==> config.mk <==
export PLATFORM = sky130hd
export DESIGN_NAME = poly_voice_allocator_core
export DESIGN_NICKNAME = d
export VERILOG_FILES = /design/src/pva_pkg.sv /design/src/pva_div.sv /design/src/pva_rbuf.sv /design/src/poly_voice_allocator_core.sv
export SDC_FILE = /design/constraint.sdc
export NUM_CORES = 1
export LEC_CHECK = 0
export ABC_CLOCK_PERIOD_IN_PS = 6800
export BUFFER_PORTS_ARGS = -buffer_cell sky130_fd_sc_hd__clkbuf_2
export CAP_MARGIN = 30
export CORE_MARGIN = 3
export CORE_UTILIZATION = 55
export CTS_BUF_LIST = sky130_fd_sc_hd__clkbuf_8
export DETAILED_ROUTE_END_ITERATION = 7
export PLACE_DENSITY = 0.85
export SLEW_MARGIN = 20
export SYNTH_ARGS = -nofsm -noshare
export SYNTH_HDL_FRONTEND = slang
export SYNTH_HIERARCHICAL = 1
export SYNTH_SLANG_ARGS = --single-unit
==> constraint.sdc <==
create_clock -name clk -period 6.8 [get_ports clk]
set_input_delay 1.36 -clock clk [delete_from_list [all_inputs] [get_ports clk]]
set_output_delay 1.36 -clock clk [all_outputs]
set_load 0.01 [all_outputs]
==> src/pva_pkg.sv <==
// Shared constants, codes, result-write struct and helpers of the voice allocator.
package pva_pkg;

  localparam int VOICES_DEF = 8;
  localparam int MAXR       = 8;
  localparam int DIV_W      = 15;
  localparam int GT_W       = 12;

  localparam logic [1:0] OP_ON  = 2'd0;
  localparam logic [1:0] OP_OFF = 2'd1;
  localparam logic [1:0] OP_SUS = 2'd2;
  localparam logic [1:0] OP_ALL = 2'd3;

  localparam logic [1:0] ACT_GLIDE = 2'd0;
  localparam logic [1:0] ACT_START = 2'd1;
  localparam logic [1:0] ACT_STOP  = 2'd2;

  localparam logic [3:0] ADDR_PORTA  = 4'd0;
  localparam logic [3:0] ADDR_GTIME  = 4'd4;
  localparam logic [3:0] ADDR_VSCALE = 4'd8;

  typedef struct packed {
    logic       we;
    logic [1:0] action;
    logic [2:0] voice;
    logic [6:0] note;
    logic [6:0] vel;
    logic [8:0] decay;
  } rb_wr_t;

  // floor(v*256/127) = 2v + floor(2v/127), clamped to 204..256
  function automatic logic [8:0] decay_of(input logic [6:0] v);
    logic [8:0] d2;
    logic [8:0] d;
    d2 = {1'b0, v, 1'b0};
    if (d2 >= 9'd254) d = d2 + 9'd2;
    else if (d2 >= 9'd127) d = d2 + 9'd1;
    else d = d2;
    if (d < 9'd204) d = 9'd204;
    if (d > 9'd256) d = 9'd256;
    return d;
  endfunction

endpackage

==> src/pva_div.sv <==
// Restoring divider, one quotient bit per cycle, for the glide step.
module pva_div (
  input  logic                        clk,
  input  logic                        rst,
  input  logic                        start,
  input  logic [pva_pkg::DIV_W-1:0]   dividend,
  input  logic [pva_pkg::GT_W-1:0]    divisor,
  output logic                        busy,
  output logic                        done,
  output logic [pva_pkg::DIV_W-1:0]   quo
);

  logic [pva_pkg::GT_W-1:0]  rem;
  logic [pva_pkg::GT_W:0]    sh;
  logic [3:0]                cnt;

  assign sh = {rem, quo[pva_pkg::DIV_W-1]};

  always_ff @(posedge clk) begin
    if (rst) begin
      busy <= 1'b0;
      done <= 1'b0;
      cnt  <= '0;
    end else begin
      done <= 1'b0;
      if (start) begin
        busy <= 1'b1;
        cnt  <= 4'(pva_pkg::DIV_W);
        rem  <= '0;
        quo  <= dividend;
      end else if (busy) begin
        if (sh >= {1'b0, divisor}) begin
          rem <= pva_pkg::GT_W'(sh - {1'b0, divisor});
          quo <= {quo[pva_pkg::DIV_W-2:0], 1'b1};
        end else begin
          rem <= sh[pva_pkg::GT_W-1:0];
          quo <= {quo[pva_pkg::DIV_W-2:0], 1'b0};
        end
        cnt <= cnt - 4'd1;
        if (cnt == 4'd1) begin
          busy <= 1'b0;
          done <= 1'b1;
        end
      end
    end
  end

endmodule

==> src/pva_rbuf.sv <==
// Result buffer: collects the words of one event, then streams them out.
module pva_rbuf (
  input  logic            clk,
  input  logic            rst,
  input  pva_pkg::rb_wr_t wr,
  input  logic            start,
  output logic            busy,
  output logic            out_valid,
  input  logic            out_ready,
  output logic [1:0]      action,
  output logic [2:0]      voice,
  output logic [6:0]      voice_note,
  output logic [6:0]      voice_velocity,
  output logic [8:0]      decay_scale,
  output logic            last
);

  localparam int PW = $clog2(pva_pkg::MAXR);
  localparam int CW = $clog2(pva_pkg::MAXR + 1);

  pva_pkg::rb_wr_t ent [pva_pkg::MAXR];
  logic [CW-1:0]   wcnt;
  logic [PW-1:0]   rptr;

  assign busy           = out_valid;
  assign action         = ent[rptr].action;
  assign voice          = ent[rptr].voice;
  assign voice_note     = ent[rptr].note;
  assign voice_velocity = ent[rptr].vel;
  assign decay_scale    = ent[rptr].decay;
  assign last           = ({1'b0, rptr} == CW'(wcnt - CW'(1)));

  always_ff @(posedge clk) begin
    if (rst) begin
      wcnt      <= '0;
      rptr      <= '0;
      out_valid <= 1'b0;
    end else begin
      // drop words past the cap
      if (wr.we && wcnt < CW'(pva_pkg::MAXR)) begin
        ent[wcnt[PW-1:0]] <= wr;
        wcnt <= wcnt + CW'(1);
      end
      if (start && wcnt != '0) out_valid <= 1'b1;
      if (out_valid && out_ready) begin
        if (last) begin
          out_valid <= 1'b0;
          wcnt      <= '0;
          rptr      <= '0;
        end else begin
          rptr <= rptr + PW'(1);
        end
      end
    end
  end

endmodule

==> src/poly_voice_allocator_core.sv <==
// Voice allocator top: stacks, voice table, scan sequencer, config port.
// Each stack or voice scan walks one entry per cycle; the stack searches and the voice-note
// search go through the shared compare unit, and a glide step other than a jump waits on the
// divider. Results then stream one word per cycle while out_ready is high; the next event
// is taken once the last word is gone.
// Reset (rst, synchronous): stacks empty, all voices idle, sustain off, glide empty.
module poly_voice_allocator_core #(
  parameter int VOICES = pva_pkg::VOICES_DEF
) (
  input  logic              clk,
  input  logic              rst,
  input  logic              in_valid,
  output logic              in_ready,
  input  logic [1:0]        op,
  input  logic [6:0]        note,
  input  logic [6:0]        velocity,
  input  logic              pedal,
  output logic              out_valid,
  input  logic              out_ready,
  output logic [1:0]        action,
  output logic [2:0]        voice,
  output logic [6:0]        voice_note,
  output logic [6:0]        voice_velocity,
  output logic [8:0]        decay_scale,
  output logic signed [1:0] glide_dir,
  output logic [15:0]       glide_step,
  output logic              last,
  input  logic              psel,
  input  logic              penable,
  input  logic              pwrite,
  input  logic [3:0]        paddr,
  input  logic [31:0]       pwdata,
  output logic [31:0]       prdata,
  output logic              pready
);

  localparam int CW = $clog2(VOICES + 1);
  localparam int IW = (VOICES > 1) ? $clog2(VOICES) : 1;
  localparam logic [CW-1:0] VMAX = CW'(VOICES);

  localparam logic [4:0] ST_IDLE   = 5'd0;
  localparam logic [4:0] ST_PUSHP  = 5'd1;
  localparam logic [4:0] ST_HAS    = 5'd2;
  localparam logic [4:0] ST_AFT1   = 5'd3;
  localparam logic [4:0] ST_FREE   = 5'd4;
  localparam logic [4:0] ST_STEAL  = 5'd5;
  localparam logic [4:0] ST_STEAL2 = 5'd6;
  localparam logic [4:0] ST_STEAL3 = 5'd7;
  localparam logic [4:0] ST_STOP   = 5'd8;
  localparam logic [4:0] ST_STOP2  = 5'd9;
  localparam logic [4:0] ST_START  = 5'd10;
  localparam logic [4:0] ST_EMITG  = 5'd11;
  localparam logic [4:0] ST_GLIDE  = 5'd12;
  localparam logic [4:0] ST_DIVW   = 5'd13;
  localparam logic [4:0] ST_GCONT  = 5'd14;
  localparam logic [4:0] ST_OFF1   = 5'd15;
  localparam logic [4:0] ST_OFF2   = 5'd16;
  localparam logic [4:0] ST_OFF3   = 5'd17;
  localparam logic [4:0] ST_ALL    = 5'd18;
  localparam logic [4:0] ST_DEL    = 5'd19;
  localparam logic [4:0] ST_SHIFT  = 5'd20;
  localparam logic [4:0] ST_FINDV  = 5'd21;
  localparam logic [4:0] ST_FIN    = 5'd22;

  localparam logic STK_P = 1'b0;
  localparam logic STK_S = 1'b1;

  logic [4:0]         state;
  logic [4:0]         ret;
  logic [4:0]         sret;
  logic [CW-1:0]      idx;
  logic [IW-1:0]      ix;
  logic [1:0]         op_r;
  logic [6:0]         note_r;
  logic [6:0]         vel_r;
  logic [6:0]         snote;
  logic [IW-1:0]      vsel;
  logic [6:0]         dval;
  logic               dsel;
  logic [IW-1:0]      dpos;
  logic [6:0]         prev;
  logic               prev_ok;
  logic [6:0]         fval;
  logic               fnd;
  logic [IW-1:0]      fidx;

  logic [6:0]         pstk [VOICES];
  logic [6:0]         sstk [VOICES];
  logic [CW-1:0]      pcnt;
  logic [CW-1:0]      scnt;
  logic [6:0]         vnote [VOICES];
  logic [VOICES-1:0]  vbusy;
  logic               sustain;
  logic [6:0]         gpos;
  logic               gvalid;
  logic [1:0]         gdir;
  logic [15:0]        gstep;
  logic               porta;
  logic [11:0]        gtime;
  logic               vscale;

  logic               cfg_wr;
  logic               in_acc;
  logic               rb_busy;
  logic               rb_start;
  pva_pkg::rb_wr_t    rb_wr;
  logic [6:0]         scan_ent;
  logic [6:0]         scan_key;
  logic               hit;
  logic [CW-1:0]      dcnt;
  logic               start_ok;
  logic               jump;
  logic [6:0]         gdiff;
  logic               div_start;
  logic               div_busy;
  logic               div_done;
  logic [pva_pkg::DIV_W-1:0] div_q;
  logic [4:0]         vsel_w;
  logic [4:0]         ix_w;

  assign ix       = idx[IW-1:0];
  assign pready   = 1'b1;
  assign cfg_wr   = psel && penable && pwrite;
  assign in_ready = (state == ST_IDLE) && !rb_busy;
  assign in_acc   = in_valid && in_ready;
  assign glide_dir  = gdir;
  assign glide_step = gstep;
  assign rb_start   = (state == ST_FIN);
  assign dcnt       = (dsel == STK_S) ? scnt : pcnt;
  assign start_ok   = !(vbusy[vsel] && vnote[vsel] == snote);
  assign jump       = (gtime == 12'd0) || !gvalid;
  assign gdiff      = (snote > gpos) ? (snote - gpos) : (gpos - snote);
  assign div_start  = (state == ST_GLIDE) && !jump;
  assign vsel_w     = 5'(vsel);
  assign ix_w       = 5'(ix);

  // shared compare unit for the stack searches and the voice-note search
  always_comb begin
    scan_ent = vnote[ix];
    scan_key = fval;
    case (state)
      ST_HAS: begin
        scan_ent = sstk[ix];
        scan_key = note_r;
      end
      ST_DEL: begin
        scan_ent = (dsel == STK_S) ? sstk[ix] : pstk[ix];
        scan_key = dval;
      end
      default: begin
        scan_ent = vnote[ix];
        scan_key = fval;
      end
    endcase
  end
  assign hit = (scan_ent == scan_key);

  always_comb begin
    rb_wr = '0;
    case (state)
      ST_START: begin
        if (start_ok) begin
          rb_wr.we     = 1'b1;
          rb_wr.action = pva_pkg::ACT_START;
          rb_wr.voice  = vsel_w[2:0];
          rb_wr.note   = snote;
          rb_wr.vel    = vel_r;
          rb_wr.decay  = vscale ? pva_pkg::decay_of(vel_r) : 9'd256;
        end
      end
      ST_STOP2: begin
        rb_wr.we     = 1'b1;
        rb_wr.action = pva_pkg::ACT_STOP;
        rb_wr.voice  = vsel_w[2:0];
        rb_wr.note   = vbusy[vsel] ? vnote[vsel] : 7'd0;
      end
      ST_EMITG: begin
        rb_wr.we     = 1'b1;
        rb_wr.action = pva_pkg::ACT_GLIDE;
      end
      ST_ALL: begin
        if (idx != VMAX && vbusy[ix]) begin
          rb_wr.we     = 1'b1;
          rb_wr.action = pva_pkg::ACT_STOP;
          rb_wr.voice  = ix_w[2:0];
          rb_wr.note   = vnote[ix];
        end
      end
      default: rb_wr = '0;
    endcase
  end

  always_comb begin
    unique case (paddr)
      pva_pkg::ADDR_PORTA:  prdata = {31'd0, porta};
      pva_pkg::ADDR_GTIME:  prdata = {20'd0, gtime};
      pva_pkg::ADDR_VSCALE: prdata = {31'd0, vscale};
      default:              prdata = 32'd0;
    endcase
  end

  always_ff @(posedge clk) begin
    if (rst) begin
      state   <= ST_IDLE;
      pcnt    <= '0;
      scnt    <= '0;
      vbusy   <= '0;
      sustain <= 1'b0;
      gvalid  <= 1'b0;
      gpos    <= '0;
      gdir    <= '0;
      gstep   <= '0;
      porta   <= 1'b0;
      gtime   <= '0;
      vscale  <= 1'b0;
    end else begin
      if (cfg_wr) begin
        unique case (paddr)
          pva_pkg::ADDR_PORTA:  porta  <= pwdata[0];
          pva_pkg::ADDR_GTIME:  gtime  <= pwdata[11:0];
          pva_pkg::ADDR_VSCALE: vscale <= pwdata[0];
          default: ;
        endcase
      end
      unique case (state)
        ST_IDLE: begin
          if (in_acc) begin
            op_r   <= op;
            note_r <= note;
            vel_r  <= velocity;
            snote  <= note;
            idx    <= '0;
            unique case (op)
              pva_pkg::OP_ON: state <= ST_PUSHP;
              pva_pkg::OP_OFF: begin
                dval  <= note;
                dsel  <= STK_P;
                ret   <= ST_OFF1;
                state <= ST_DEL;
              end
              pva_pkg::OP_SUS: begin
                sustain <= pedal;
                state   <= ST_FIN;
              end
              default: state <= ST_ALL;
            endcase
          end
        end
        ST_PUSHP: begin
          if (pcnt < VMAX) begin
            pstk[pcnt[IW-1:0]] <= note_r;
            pcnt <= pcnt + CW'(1);
          end
          idx <= '0;
          if (porta) state <= ST_GLIDE;
          else if (sustain) state <= ST_HAS;
          else state <= ST_FREE;
        end
        ST_HAS: begin
          if (idx >= scnt) begin
            idx   <= '0;
            state <= ST_FREE;
          end else if (hit) begin
            fval  <= note_r;
            idx   <= '0;
            ret   <= ST_AFT1;
            state <= ST_FINDV;
          end else begin
            idx <= idx + CW'(1);
          end
        end
        ST_AFT1: begin
          idx <= '0;
          if (fnd) begin
            vsel  <= fidx;
            state <= ST_START;
          end else begin
            state <= ST_FREE;
          end
        end
        ST_FREE: begin
          if (idx == VMAX) begin
            state <= ST_STEAL;
          end else if (!vbusy[ix]) begin
            vsel  <= ix;
            state <= ST_START;
          end else begin
            idx <= idx + CW'(1);
          end
        end
        ST_STEAL: begin
          if (scnt == '0) begin
            state <= ST_FIN;
          end else begin
            dval  <= sstk[0];
            fval  <= sstk[0];
            dsel  <= STK_P;
            idx   <= '0;
            ret   <= ST_STEAL2;
            state <= ST_DEL;
          end
        end
        ST_STEAL2: begin
          idx   <= '0;
          ret   <= ST_STEAL3;
          state <= ST_FINDV;
        end
        ST_STEAL3: begin
          if (fnd) begin
            vsel  <= fidx;
            sret  <= ST_START;
            state <= ST_STOP;
          end else begin
            state <= ST_FIN;
          end
        end
        ST_STOP: begin
          if (vbusy[vsel]) begin
            dval  <= vnote[vsel];
            dsel  <= STK_S;
            idx   <= '0;
            ret   <= ST_STOP2;
            state <= ST_DEL;
          end else begin
            state <= ST_STOP2;
          end
        end
        ST_STOP2: begin
          vbusy[vsel] <= 1'b0;
          vnote[vsel] <= '0;
          state       <= sret;
        end
        ST_START: begin
          if (start_ok) begin
            if (scnt < VMAX) begin
              sstk[scnt[IW-1:0]] <= snote;
              scnt <= scnt + CW'(1);
            end
            vbusy[vsel] <= 1'b1;
            vnote[vsel] <= snote;
            state       <= ST_FIN;
          end else if (!porta) begin
            state <= ST_FIN;
          end else if (op_r == pva_pkg::OP_ON) begin
            state <= ST_EMITG;
          end else begin
            // legato back onto the same note: drop it from the sounding stack once more
            dval  <= note_r;
            dsel  <= STK_S;
            idx   <= '0;
            ret   <= ST_EMITG;
            state <= ST_DEL;
          end
        end
        ST_EMITG: state <= ST_FIN;
        ST_GLIDE: begin
          if (op_r == pva_pkg::OP_ON) scnt <= '0;
          if (jump) begin
            gpos   <= snote;
            gvalid <= 1'b1;
            gdir   <= 2'b00;
            state  <= ST_GCONT;
          end else begin
            gdir  <= (snote > gpos) ? 2'b01 : 2'b11;
            state <= ST_DIVW;
          end
        end
        ST_DIVW: begin
          if (div_done) begin
            gstep <= 16'(div_q);
            state <= ST_GCONT;
          end
        end
        ST_GCONT: begin
          vsel  <= '0;
          state <= ST_START;
        end
        ST_OFF1: begin
          if (sustain) begin
            state <= ST_FIN;
          end else if (porta) begin
            if (!(vbusy[0] && vnote[0] == note_r)) begin
              state <= ST_FIN;
            end else if (prev_ok) begin
              snote <= prev;
              dval  <= note_r;
              dsel  <= STK_S;
              idx   <= '0;
              ret   <= ST_GLIDE;
              state <= ST_DEL;
            end else begin
              vsel  <= '0;
              sret  <= ST_OFF2;
              state <= ST_STOP;
            end
          end else begin
            fval  <= note_r;
            idx   <= '0;
            ret   <= ST_OFF3;
            state <= ST_FINDV;
          end
        end
        ST_OFF2: begin
          gvalid <= 1'b0;
          gpos   <= '0;
          gdir   <= 2'b00;
          state  <= ST_FIN;
        end
        ST_OFF3: begin
          if (fnd) begin
            vsel  <= fidx;
            sret  <= ST_FIN;
            state <= ST_STOP;
          end else begin
            state <= ST_FIN;
          end
        end
        ST_ALL: begin
          if (idx == VMAX) begin
            scnt  <= '0;
            state <= ST_FIN;
          end else begin
            if (vbusy[ix]) begin
              vbusy[ix] <= 1'b0;
              vnote[ix] <= '0;
            end
            idx <= idx + CW'(1);
          end
        end
        ST_DEL: begin
          if (idx >= dcnt) begin
            prev_ok <= 1'b0;
            state   <= ret;
          end else if (hit) begin
            dpos    <= ix;
            prev_ok <= (idx != '0);
            state   <= ST_SHIFT;
          end else begin
            prev <= scan_ent;
            idx  <= idx + CW'(1);
          end
        end
        ST_SHIFT: begin
          for (int k = 0; k < VOICES - 1; k++) begin
            if (IW'(k) >= dpos) begin
              if (dsel == STK_S) sstk[k] <= sstk[k+1];
              else pstk[k] <= pstk[k+1];
            end
          end
          if (dsel == STK_S) scnt <= scnt - CW'(1);
          else pcnt <= pcnt - CW'(1);
          state <= ret;
        end
        ST_FINDV: begin
          if (idx == VMAX) begin
            fnd   <= 1'b0;
            state <= ret;
          end else if (vbusy[ix] && hit) begin
            fnd   <= 1'b1;
            fidx  <= ix;
            state <= ret;
          end else begin
            idx <= idx + CW'(1);
          end
        end
        ST_FIN: state <= ST_IDLE;
        default: state <= ST_IDLE;
      endcase
    end
  end

  pva_div u_div (
    .clk      (clk),
    .rst      (rst),
    .start    (div_start),
    .dividend ({gdiff, 8'd0}),
    .divisor  (gtime),
    .busy     (div_busy),
    .done     (div_done),
    .quo      (div_q)
  );

  pva_rbuf u_rbuf (
    .clk            (clk),
    .rst            (rst),
    .wr             (rb_wr),
    .start          (rb_start),
    .busy           (rb_busy),
    .out_valid      (out_valid),
    .out_ready      (out_ready),
    .action         (action),
    .voice          (voice),
    .voice_note     (voice_note),
    .voice_velocity (voice_velocity),
    .decay_scale    (decay_scale),
    .last           (last)
  );

  a_out_idle: assert property (@(posedge clk) disable iff (rst)
    out_valid |-> state == ST_IDLE)
    else $error("result streaming while sequencer busy");

  a_cnt_range: assert property (@(posedge clk) disable iff (rst)
    pcnt <= VMAX && scnt <= VMAX)
    else $error("stack count past depth");

  a_dir_code: assert property (@(posedge clk) disable iff (rst)
    gdir != 2'b10)
    else $error("bad glide direction");

  a_div_owner: assert property (@(posedge clk) disable iff (rst)
    div_busy |-> state == ST_DIVW)
    else $error("divider running outside glide wait");

endmodule
==> key figures, run 1 <==
Setup path
  – Max stage delay on crit path: 890 ps
  – WP data arrival: 5260 ps
  – Crit-path leading delay family: simple AND/OR/NAND/NOR gates
  – Buf/Inv on CP: 1
  – Required time of the critical path: 7090 ps
  – Critical-path top delay cell: dfxtp_1
  – CP Cell Sequence: mux4_1 -> mux2_2 -> xnor2_1 -> nor4_2 -> a21oi_2 -> buf_4 -> nor2b_1 -> nand4_1 -> nor2_1
  – Worst Path Max Fanout: 35
  – Setup crit end kind: flip-flop
  – Crit path kind: reg -> reg
  – CP startpoint kind: flip-flop

Clock tree
  – CTS max path bufs: 3
  – Worst-Skew Late Latency: 690 ps
  – Postcts setup bufs: 0
  – CTS Buf Count: 89
  – H-tree Lvls: 3
  – Post-CTS Resized: 0
  – Clock-pin slew on the worst setup and hold paths: 70 ps
  – CTS hold repair buffers: 0
  – Clock sink total: 572
  – Root buf cell: clkbuf_8
  – CTS tree: built

Floorplanning
  – Io pins: 142
  – DIE WIDTH: 234 µm
  – Initial core utilization: 0.562
  – # rows: approximately 80
  – Core footprint: roughly 0.051 mm²
  – Die height: 234 µm
  – Die ar.: 0.0546 mm²

Routing
  – DRT iter0 DRCs: 2037
  – DRT antenna net count: 0
  – # DRC: 0
  – DRT Wirelength: 71.8 mm
  – Via count: between 15000 and 20000
  – Routed WL per cell: 23.9 µm
  – Via density: 6.38
  – DR pass1 iterations: 7

GRT
  – GRT overflow: 0
  – Number of global-route vias before repair: 19412
  – Tot GR Track Use: 0.264
  – Largest net degree at the start of global routing: 57
  – Global-route wire length before repair: 110 mm
  – Initial antenna violation count: 1

Timing
  – FMAX: 201 MHz
  – Worst slew pin tran: 1020 ps
  – Tcrit/Tclk final: 0.730
  – RSZ-0062 raised after global routing: no
  – Setup slack after layout: about 1800 ps
  – Relative slew slack: 0.316
  – Post-layout min period: 4970 ps
  – Worst Clk Skew: between 30 and 40 ps
  – Final hold violations: 0
  – Finish-stage setup viols: 0
  – Final Max Tran Viols: 0
  – Setup TNS: 0 ps

Synthesis
  – Ys flop type: edfxtp_1
  – Area leader, netlist: edfxtp_1
  – Synth Cell Area: 0.0285 mm²
  – Synth area leaders: edfxtp_1 (51%), mux4_2 (7.4%), dfxtp_1 (5.9%)
  – FF+latch count, synth: 572
  – Top-count cell post-synth: edfxtp_1
  – Avg Inst Size Synth: roughly 13 µm²
  – Post-synth EDFFs: 488
  – Asr flop ratio synth: 0
  – Yosys Warn Count: 6
  – Seq/Total Area, Yosys: 0.573
  – Post-synthesis cell type count: 106
  – Synth top cells by count: edfxtp_1 (488), nand2_1 (186), a21oi_1 (137)
  – Post-Synthesis Cells: between 2000 and 2500
  – Top cell type's share of synthesized area: 0.514

Layout
  – Fill count: 3663
  – Multi-input logic area: 0.0113 mm²
  – ANT cells: 0
  – Layout area overhead: 9.83%
  – Share of layout cells above drive strength 1: 0.239
  – Nets: 2380
  – Reg area: 0.0163 mm²

Placed design
  – GPL Wtd Cong: approximately 1
  – Worst slack at placement: 1900 ps
  – DP Wirelength: around 50 mm
  – Port buffer count: 99

Min path
  – Hold crit path type: reg -> reg

Power
  – PwrDens: 298 mW/mm²
  – Peak VDD IR: 0.000244 V
  – Leakage: 11.3 nW

Outcome
  – Outcome: finished, final reports clean

Flow run
  – Max-cap check violation count: 0
tightest hold or removal path: stages, from the launching register on:
cell     delay (ps)
dfxtp_1         310
nand2_1          50
a21oi_1          50
where the power goes:
part	internal, mW	switching [mW]
combinational	0.955	1.39
clock	1.39	1.32
sequential	4.01	0.279
layout by cell type (no fill, tap or decap), types with 38 or more instances in the layout:
cell type	count
mux2_2	133
buf_4	38
mux2i_1	40
nand3_1	45
edfxtp_1	488
mux4_2	94
clkbuf_8	94
nor2_1	118
clkbuf_2	98
dfxtp_1	80
nand2_1	186
a21oi_1	136
inv_1	114
o21ai_0	48
ha_1	46
state kept, by name, summed over array words and instances, names as in the netlist, 8 cells and up, named ones only:
signal / count
glide_step: 15
gtime: 12
pstk: 56
sstk: 56
u_div/quo: 15
u_div/rem: 12
u_rbuf/ent: 224
vbusy: 8
vnote: 56
per-layer routing:
layer	part of all wire	global-route usage
met5	0.00018	0
met4	0.039	0.115
met3	0.088	0.0545
met2	0.49	0.435
met1	0.38	0.340
final timing paths:
kind / start / end / slack (ps) / depth (start not counted)
worst min register to register: glide_step[3] / glide_step[3] / 450 / 2
worst min-delay path: glide_step[3] / glide_step[3] / 450 / 2
worst max register to register: flip-flop / sstk[7][2] / 1830 / 9
worst max-delay path: flip-flop / sstk[7][2] / 1830 / 9
cells by family after synthesis:
| group | synth area share |
|---|---|
| buffers and inverters | 0.0354 |
| and+or+nand+nor | 0.107 |
| xor gates and xnor gates | 0.0128 |
| DFF | 0.573 |
| muxes | 0.159 |
| AOI/OAI and AO/OA | 0.0888 |
| adders and majority gates | 0.0237 |
| other | 0.000263 |
final cells by class:
| cell class | instances | area share |
|---|---|---|
| timing repair buffer | 142 | 0.0280 |
| clock buffer | 94 | 0.0413 |
| multi-input combinational | 1389 | 0.362 |
| inverter | 75 | 0.00899 |
| tap | 672 | 0.0269 |
| sequential | 572 | 0.522 |
| clock inverter | 63 | 0.0112 |
per-stage QoR:
| stage | cell area, µm² | hold slack, ps | instances | util | power [mW] |
|---|---|---|---|---|---|
| 6_report | 31300 | 454 | 3007 | 0.618 | 9.34 |
| 5_1_grt | 31300 | 477 | 3007 | 0.618 | 9.72 |
| 2_1_floorplan | 28600 | 448 | 2166 | - | 5.98 |
| 3_3_place_gp | 29500 | 443 | 2841 | 0.583 | 6.55 |
| 3_5_place_dp | 29600 | 446 | 2844 | 0.583 | 6.64 |
| 4_1_cts | 31200 | 454 | 3001 | 0.616 | 9.34 |
(Power assumes the default switching activity.)
==> run 2, diff against run 1 <==
--- a/config.mk
+++ b/config.mk
@@ -5,7 +5,7 @@
 export SDC_FILE = /design/constraint.sdc
 export NUM_CORES = 1
 export LEC_CHECK = 0
-export ABC_CLOCK_PERIOD_IN_PS = 6800
+export ABC_CLOCK_PERIOD_IN_PS = 5000
 export BUFFER_PORTS_ARGS = -buffer_cell sky130_fd_sc_hd__clkbuf_2
 export CAP_MARGIN = 30
 export CORE_MARGIN = 3
==> constraint.sdc (replaced) <==
create_clock -name clk -period 5 [get_ports clk]
set_input_delay 1 -clock clk [delete_from_list [all_inputs] [get_ports clk]]
set_output_delay 1 -clock clk [all_outputs]
set_load 0.01 [all_outputs]
==> run 2 against run 1 <==
Power up 39%; register-to-register slack worse by 1000 ps; clock skew up 9.3 ps; highest routed layer is now met4; worst setup slack worse by 1000 ps; critical endpoint is now u_rbuf/ent[2][2]; clock power up 43%.
==> key figures, run 2 (synthesis results as in run 1) <==
Placed design
  – Port buffer count: 99 (unchanged)
  – DP Cell Count: 2879 (was 2844)
  – GPL Wtd Cong: 0.942 (was 0.978)
  – DP Wirelength: 48.9 mm (was 49.0 mm)

Power
  – Leakage: 11.5 nW (was 11.3 nW)
  – PwrDens: 409 mW/mm² (was 298 mW/mm²)
  – Peak VDD IR: 0.000278 V (was 0.000244 V)

Clock tree
  – CTS Buf Count: 92 (was 89)
  – Post-CTS Resized: 0 (unchanged)
  – Postcts setup bufs: 0 (unchanged)
  – CTS hold repair buffers: 0 (unchanged)
  – CTS tree: built (unchanged)
  – Clock-pin slew on the worst setup and hold paths: 60 ps (was 70 ps)
  – CTS max path bufs: 3 (unchanged)
  – Clock sink total: 572 (unchanged)
  – H-tree Lvls: 3 (unchanged)
  – Worst-Skew Late Latency: 710 ps (was 690 ps)
  – Root buf cell: clkbuf_8 (unchanged)

Setup path
  – Required time of the critical path: 5340 ps (was 7090 ps)
  – Worst Path Max Fanout: 20 (was 35)
  – Crit-path leading delay family: simple AND/OR/NAND/NOR gates (unchanged)
  – Setup crit end kind: flip-flop (unchanged)
  – CP startpoint kind: flip-flop (unchanged)
  – WP data arrival: 4520 ps (was 5260 ps)
  – CP Cell Sequence: buf_4 -> mux4_1 -> mux2_2 -> xnor2_1 -> nor4_2 -> a21oi_2 -> a211o_1 -> nor2b_1 -> or3b_2 -> nor2_2 -> buf_4 (was mux4_1 -> mux2_2 -> xnor2_1 -> nor4_2 -> a21oi_2 -> buf_4 -> nor2b_1 -> nand4_1 -> nor2_1)
  – Most used cell, CP: buf_4
  – Critical-path top delay cell: mux4_1 (was dfxtp_1)
  – R2r endpoint: u_rbuf/ent[2][2] (was sstk[7][2])
  – Buf/Inv on CP: 2 (was 1)
  – Crit path kind: reg -> reg (unchanged)
  – R2R depth: 11 (was 9)
  – R2R setup slack: 820 ps (was 1830 ps)
  – Max stage delay on crit path: 620 ps (was 890 ps)

Routing
  – DRT iter0 DRCs: 2035 (was 2037)
  – DRT Wirelength: 71.5 mm (was 71.8 mm)
  – DR pass1 iterations: 7 (unchanged)
  – Routed WL per cell: 23.5 µm (was 23.9 µm)
  – Via density: 6.36 (was 6.38)
  – Via count: 19349 (was 19194)
  – # DRC: 0 (unchanged)
  – DRT antenna net count: 0 (unchanged)

Timing
  – Post-layout min period: 4180 ps (was 4970 ps)
  – Worst slew pin tran: 934 ps (was 1020 ps)
  – Worst Clk Skew: 40.4 ps (was 31.0 ps)
  – Relative slew slack: 0.376 (was 0.316)
  – RSZ-0062 raised after global routing: no (unchanged)
  – Final Max Tran Viols: 0 (unchanged)
  – Finish-stage setup viols: 0 (unchanged)
  – Setup TNS: 0 ps (unchanged)
  – Tcrit/Tclk final: 0.836 (was 0.730)
  – FMAX: 239 MHz (was 201 MHz)
  – Final hold violations: 0 (unchanged)

Min path
  – Hold Path Origin: glide_step[8] (was glide_step[3])
  – Hold Path End: glide_step[8] (was glide_step[3])
  – Hold path cells: 2 (unchanged)
  – Hold crit path type: reg -> reg (unchanged)

Layout
  – Max reg flops: 224 (unchanged)
  – Most frequent cells in the layout: edfxtp_1 (488), nand2_1 (186), a21oi_1 (136) (unchanged)
  – Nets: 2413 (was 2380)
  – Final Non-Filler Cells: 3042 (was 3007)
  – Share of layout cells above drive strength 1: 0.251 (was 0.239)
  – ANT cells: 0 (unchanged)
  – Layout area overhead: 11.1% (was 9.83%)
  – Commonest non-fill, non-tap cell in the layout: edfxtp_1 (unchanged)

GRT
  – Tot GR Track Use: 0.264 (about the same)
  – Global-route wire length before repair: 111 mm (was 110 mm)
  – Initial antenna violation count: 1 (unchanged)
  – Number of global-route vias before repair: 19387 (was 19412)
  – Largest net degree at the start of global routing: 61 (was 57)
  – GRT overflow: 0 (unchanged)

Floorplanning
  – Initial core utilization: 0.562 (unchanged)
  – # rows: 82 (unchanged)
  – Die height: 234 µm (unchanged)
  – Io pins: 142 (unchanged)
  – Die ar.: 0.0546 mm² (unchanged)
  – Core footprint: 0.0507 mm² (unchanged)
  – DIE WIDTH: 234 µm (unchanged)

Outcome
  – Outcome: finished, final reports clean (unchanged)

Flow run
  – Max-cap check violation count: 0 (unchanged)
## run 2: cell types whose count changed in the layout (fill, tap and decap cells not counted), sizes merged
cell / previous run / this run
clkbuf: 192 / 195
inv: 117 / 109
clkinv: 15 / 27
clkinvlp: 3 / 0
buf: 44 / 74
bufinv: 3 / 4
## run 2: power by group
part	switching [mW]	leakage [nW]	total [mW]	internal, mW
registers	0.346	5.55	5.80	5.45
clock network	1.87	1.01	3.88	2.02
logic	1.90	4.94	3.26	1.36
total	4.12	11.5	12.9	8.83
## run 2: area by class of cell
type / instances / area, µm²
multi-input cells: 1389 / 11300
well taps: 672 / 841
clock buffers: 97 / 1340
inverters: 75 / 282
repair buffers: 172 / 1140
fillers: 3673 / 19000
clock inverters: 65 / 419
flip-flops and latches: 572 / 16300
## run 2: through the flow
stage | util | hold WS [ps] | instance area [µm²] | power, mW | setup slack (ps)
floorplan | - | 448 | 28600 | 8.14 | 172
global placement | 0.590 | 443 | 29900 | 8.98 | 997
detailed placement | 0.590 | 451 | 29900 | 9.07 | 902
CTS | 0.625 | 434 | 31700 | 12.9 | 822
global route | 0.625 | 457 | 31700 | 13.5 | 594
finish | 0.625 | 457 | 31700 | 12.9 | 820
## run 2: worst min-delay path, delay by kind of cell (launching register included)
family	cells	cell delay, ps
AOI/OAI and AO/OA	1	50
DFF	1	310
and+or+nand+nor	1	50
## run 2: metal layers
layer | vias up | GRT usage | routed length (µm)
li1 | 8532 | - | -
met1 | 9651 | 0.347 | 28100
met2 | 986 | 0.441 | 35300
met3 | 180 | 0.0457 | 5540
met4 | 0 | 0.104 | 2600
met5 | - | 0 | 0
## run 2: how the worst max path moves through the flow
stage,cells past startpoint,slack (ps),from,end
4_1_cts,11,820,flip-flop,u_rbuf/ent[2][0]
6_report,11,820,flip-flop,u_rbuf/ent[2][2]
3_3_place_gp,11,1000,flip-flop,u_rbuf/ent[2][14]
2_1_floorplan,13,170,flip-flop,u_rbuf/ent[2][0]
3_5_place_dp,11,900,flip-flop,u_rbuf/ent[2][11]
5_1_grt,10,590,state[0],u_rbuf/ent[2][2]
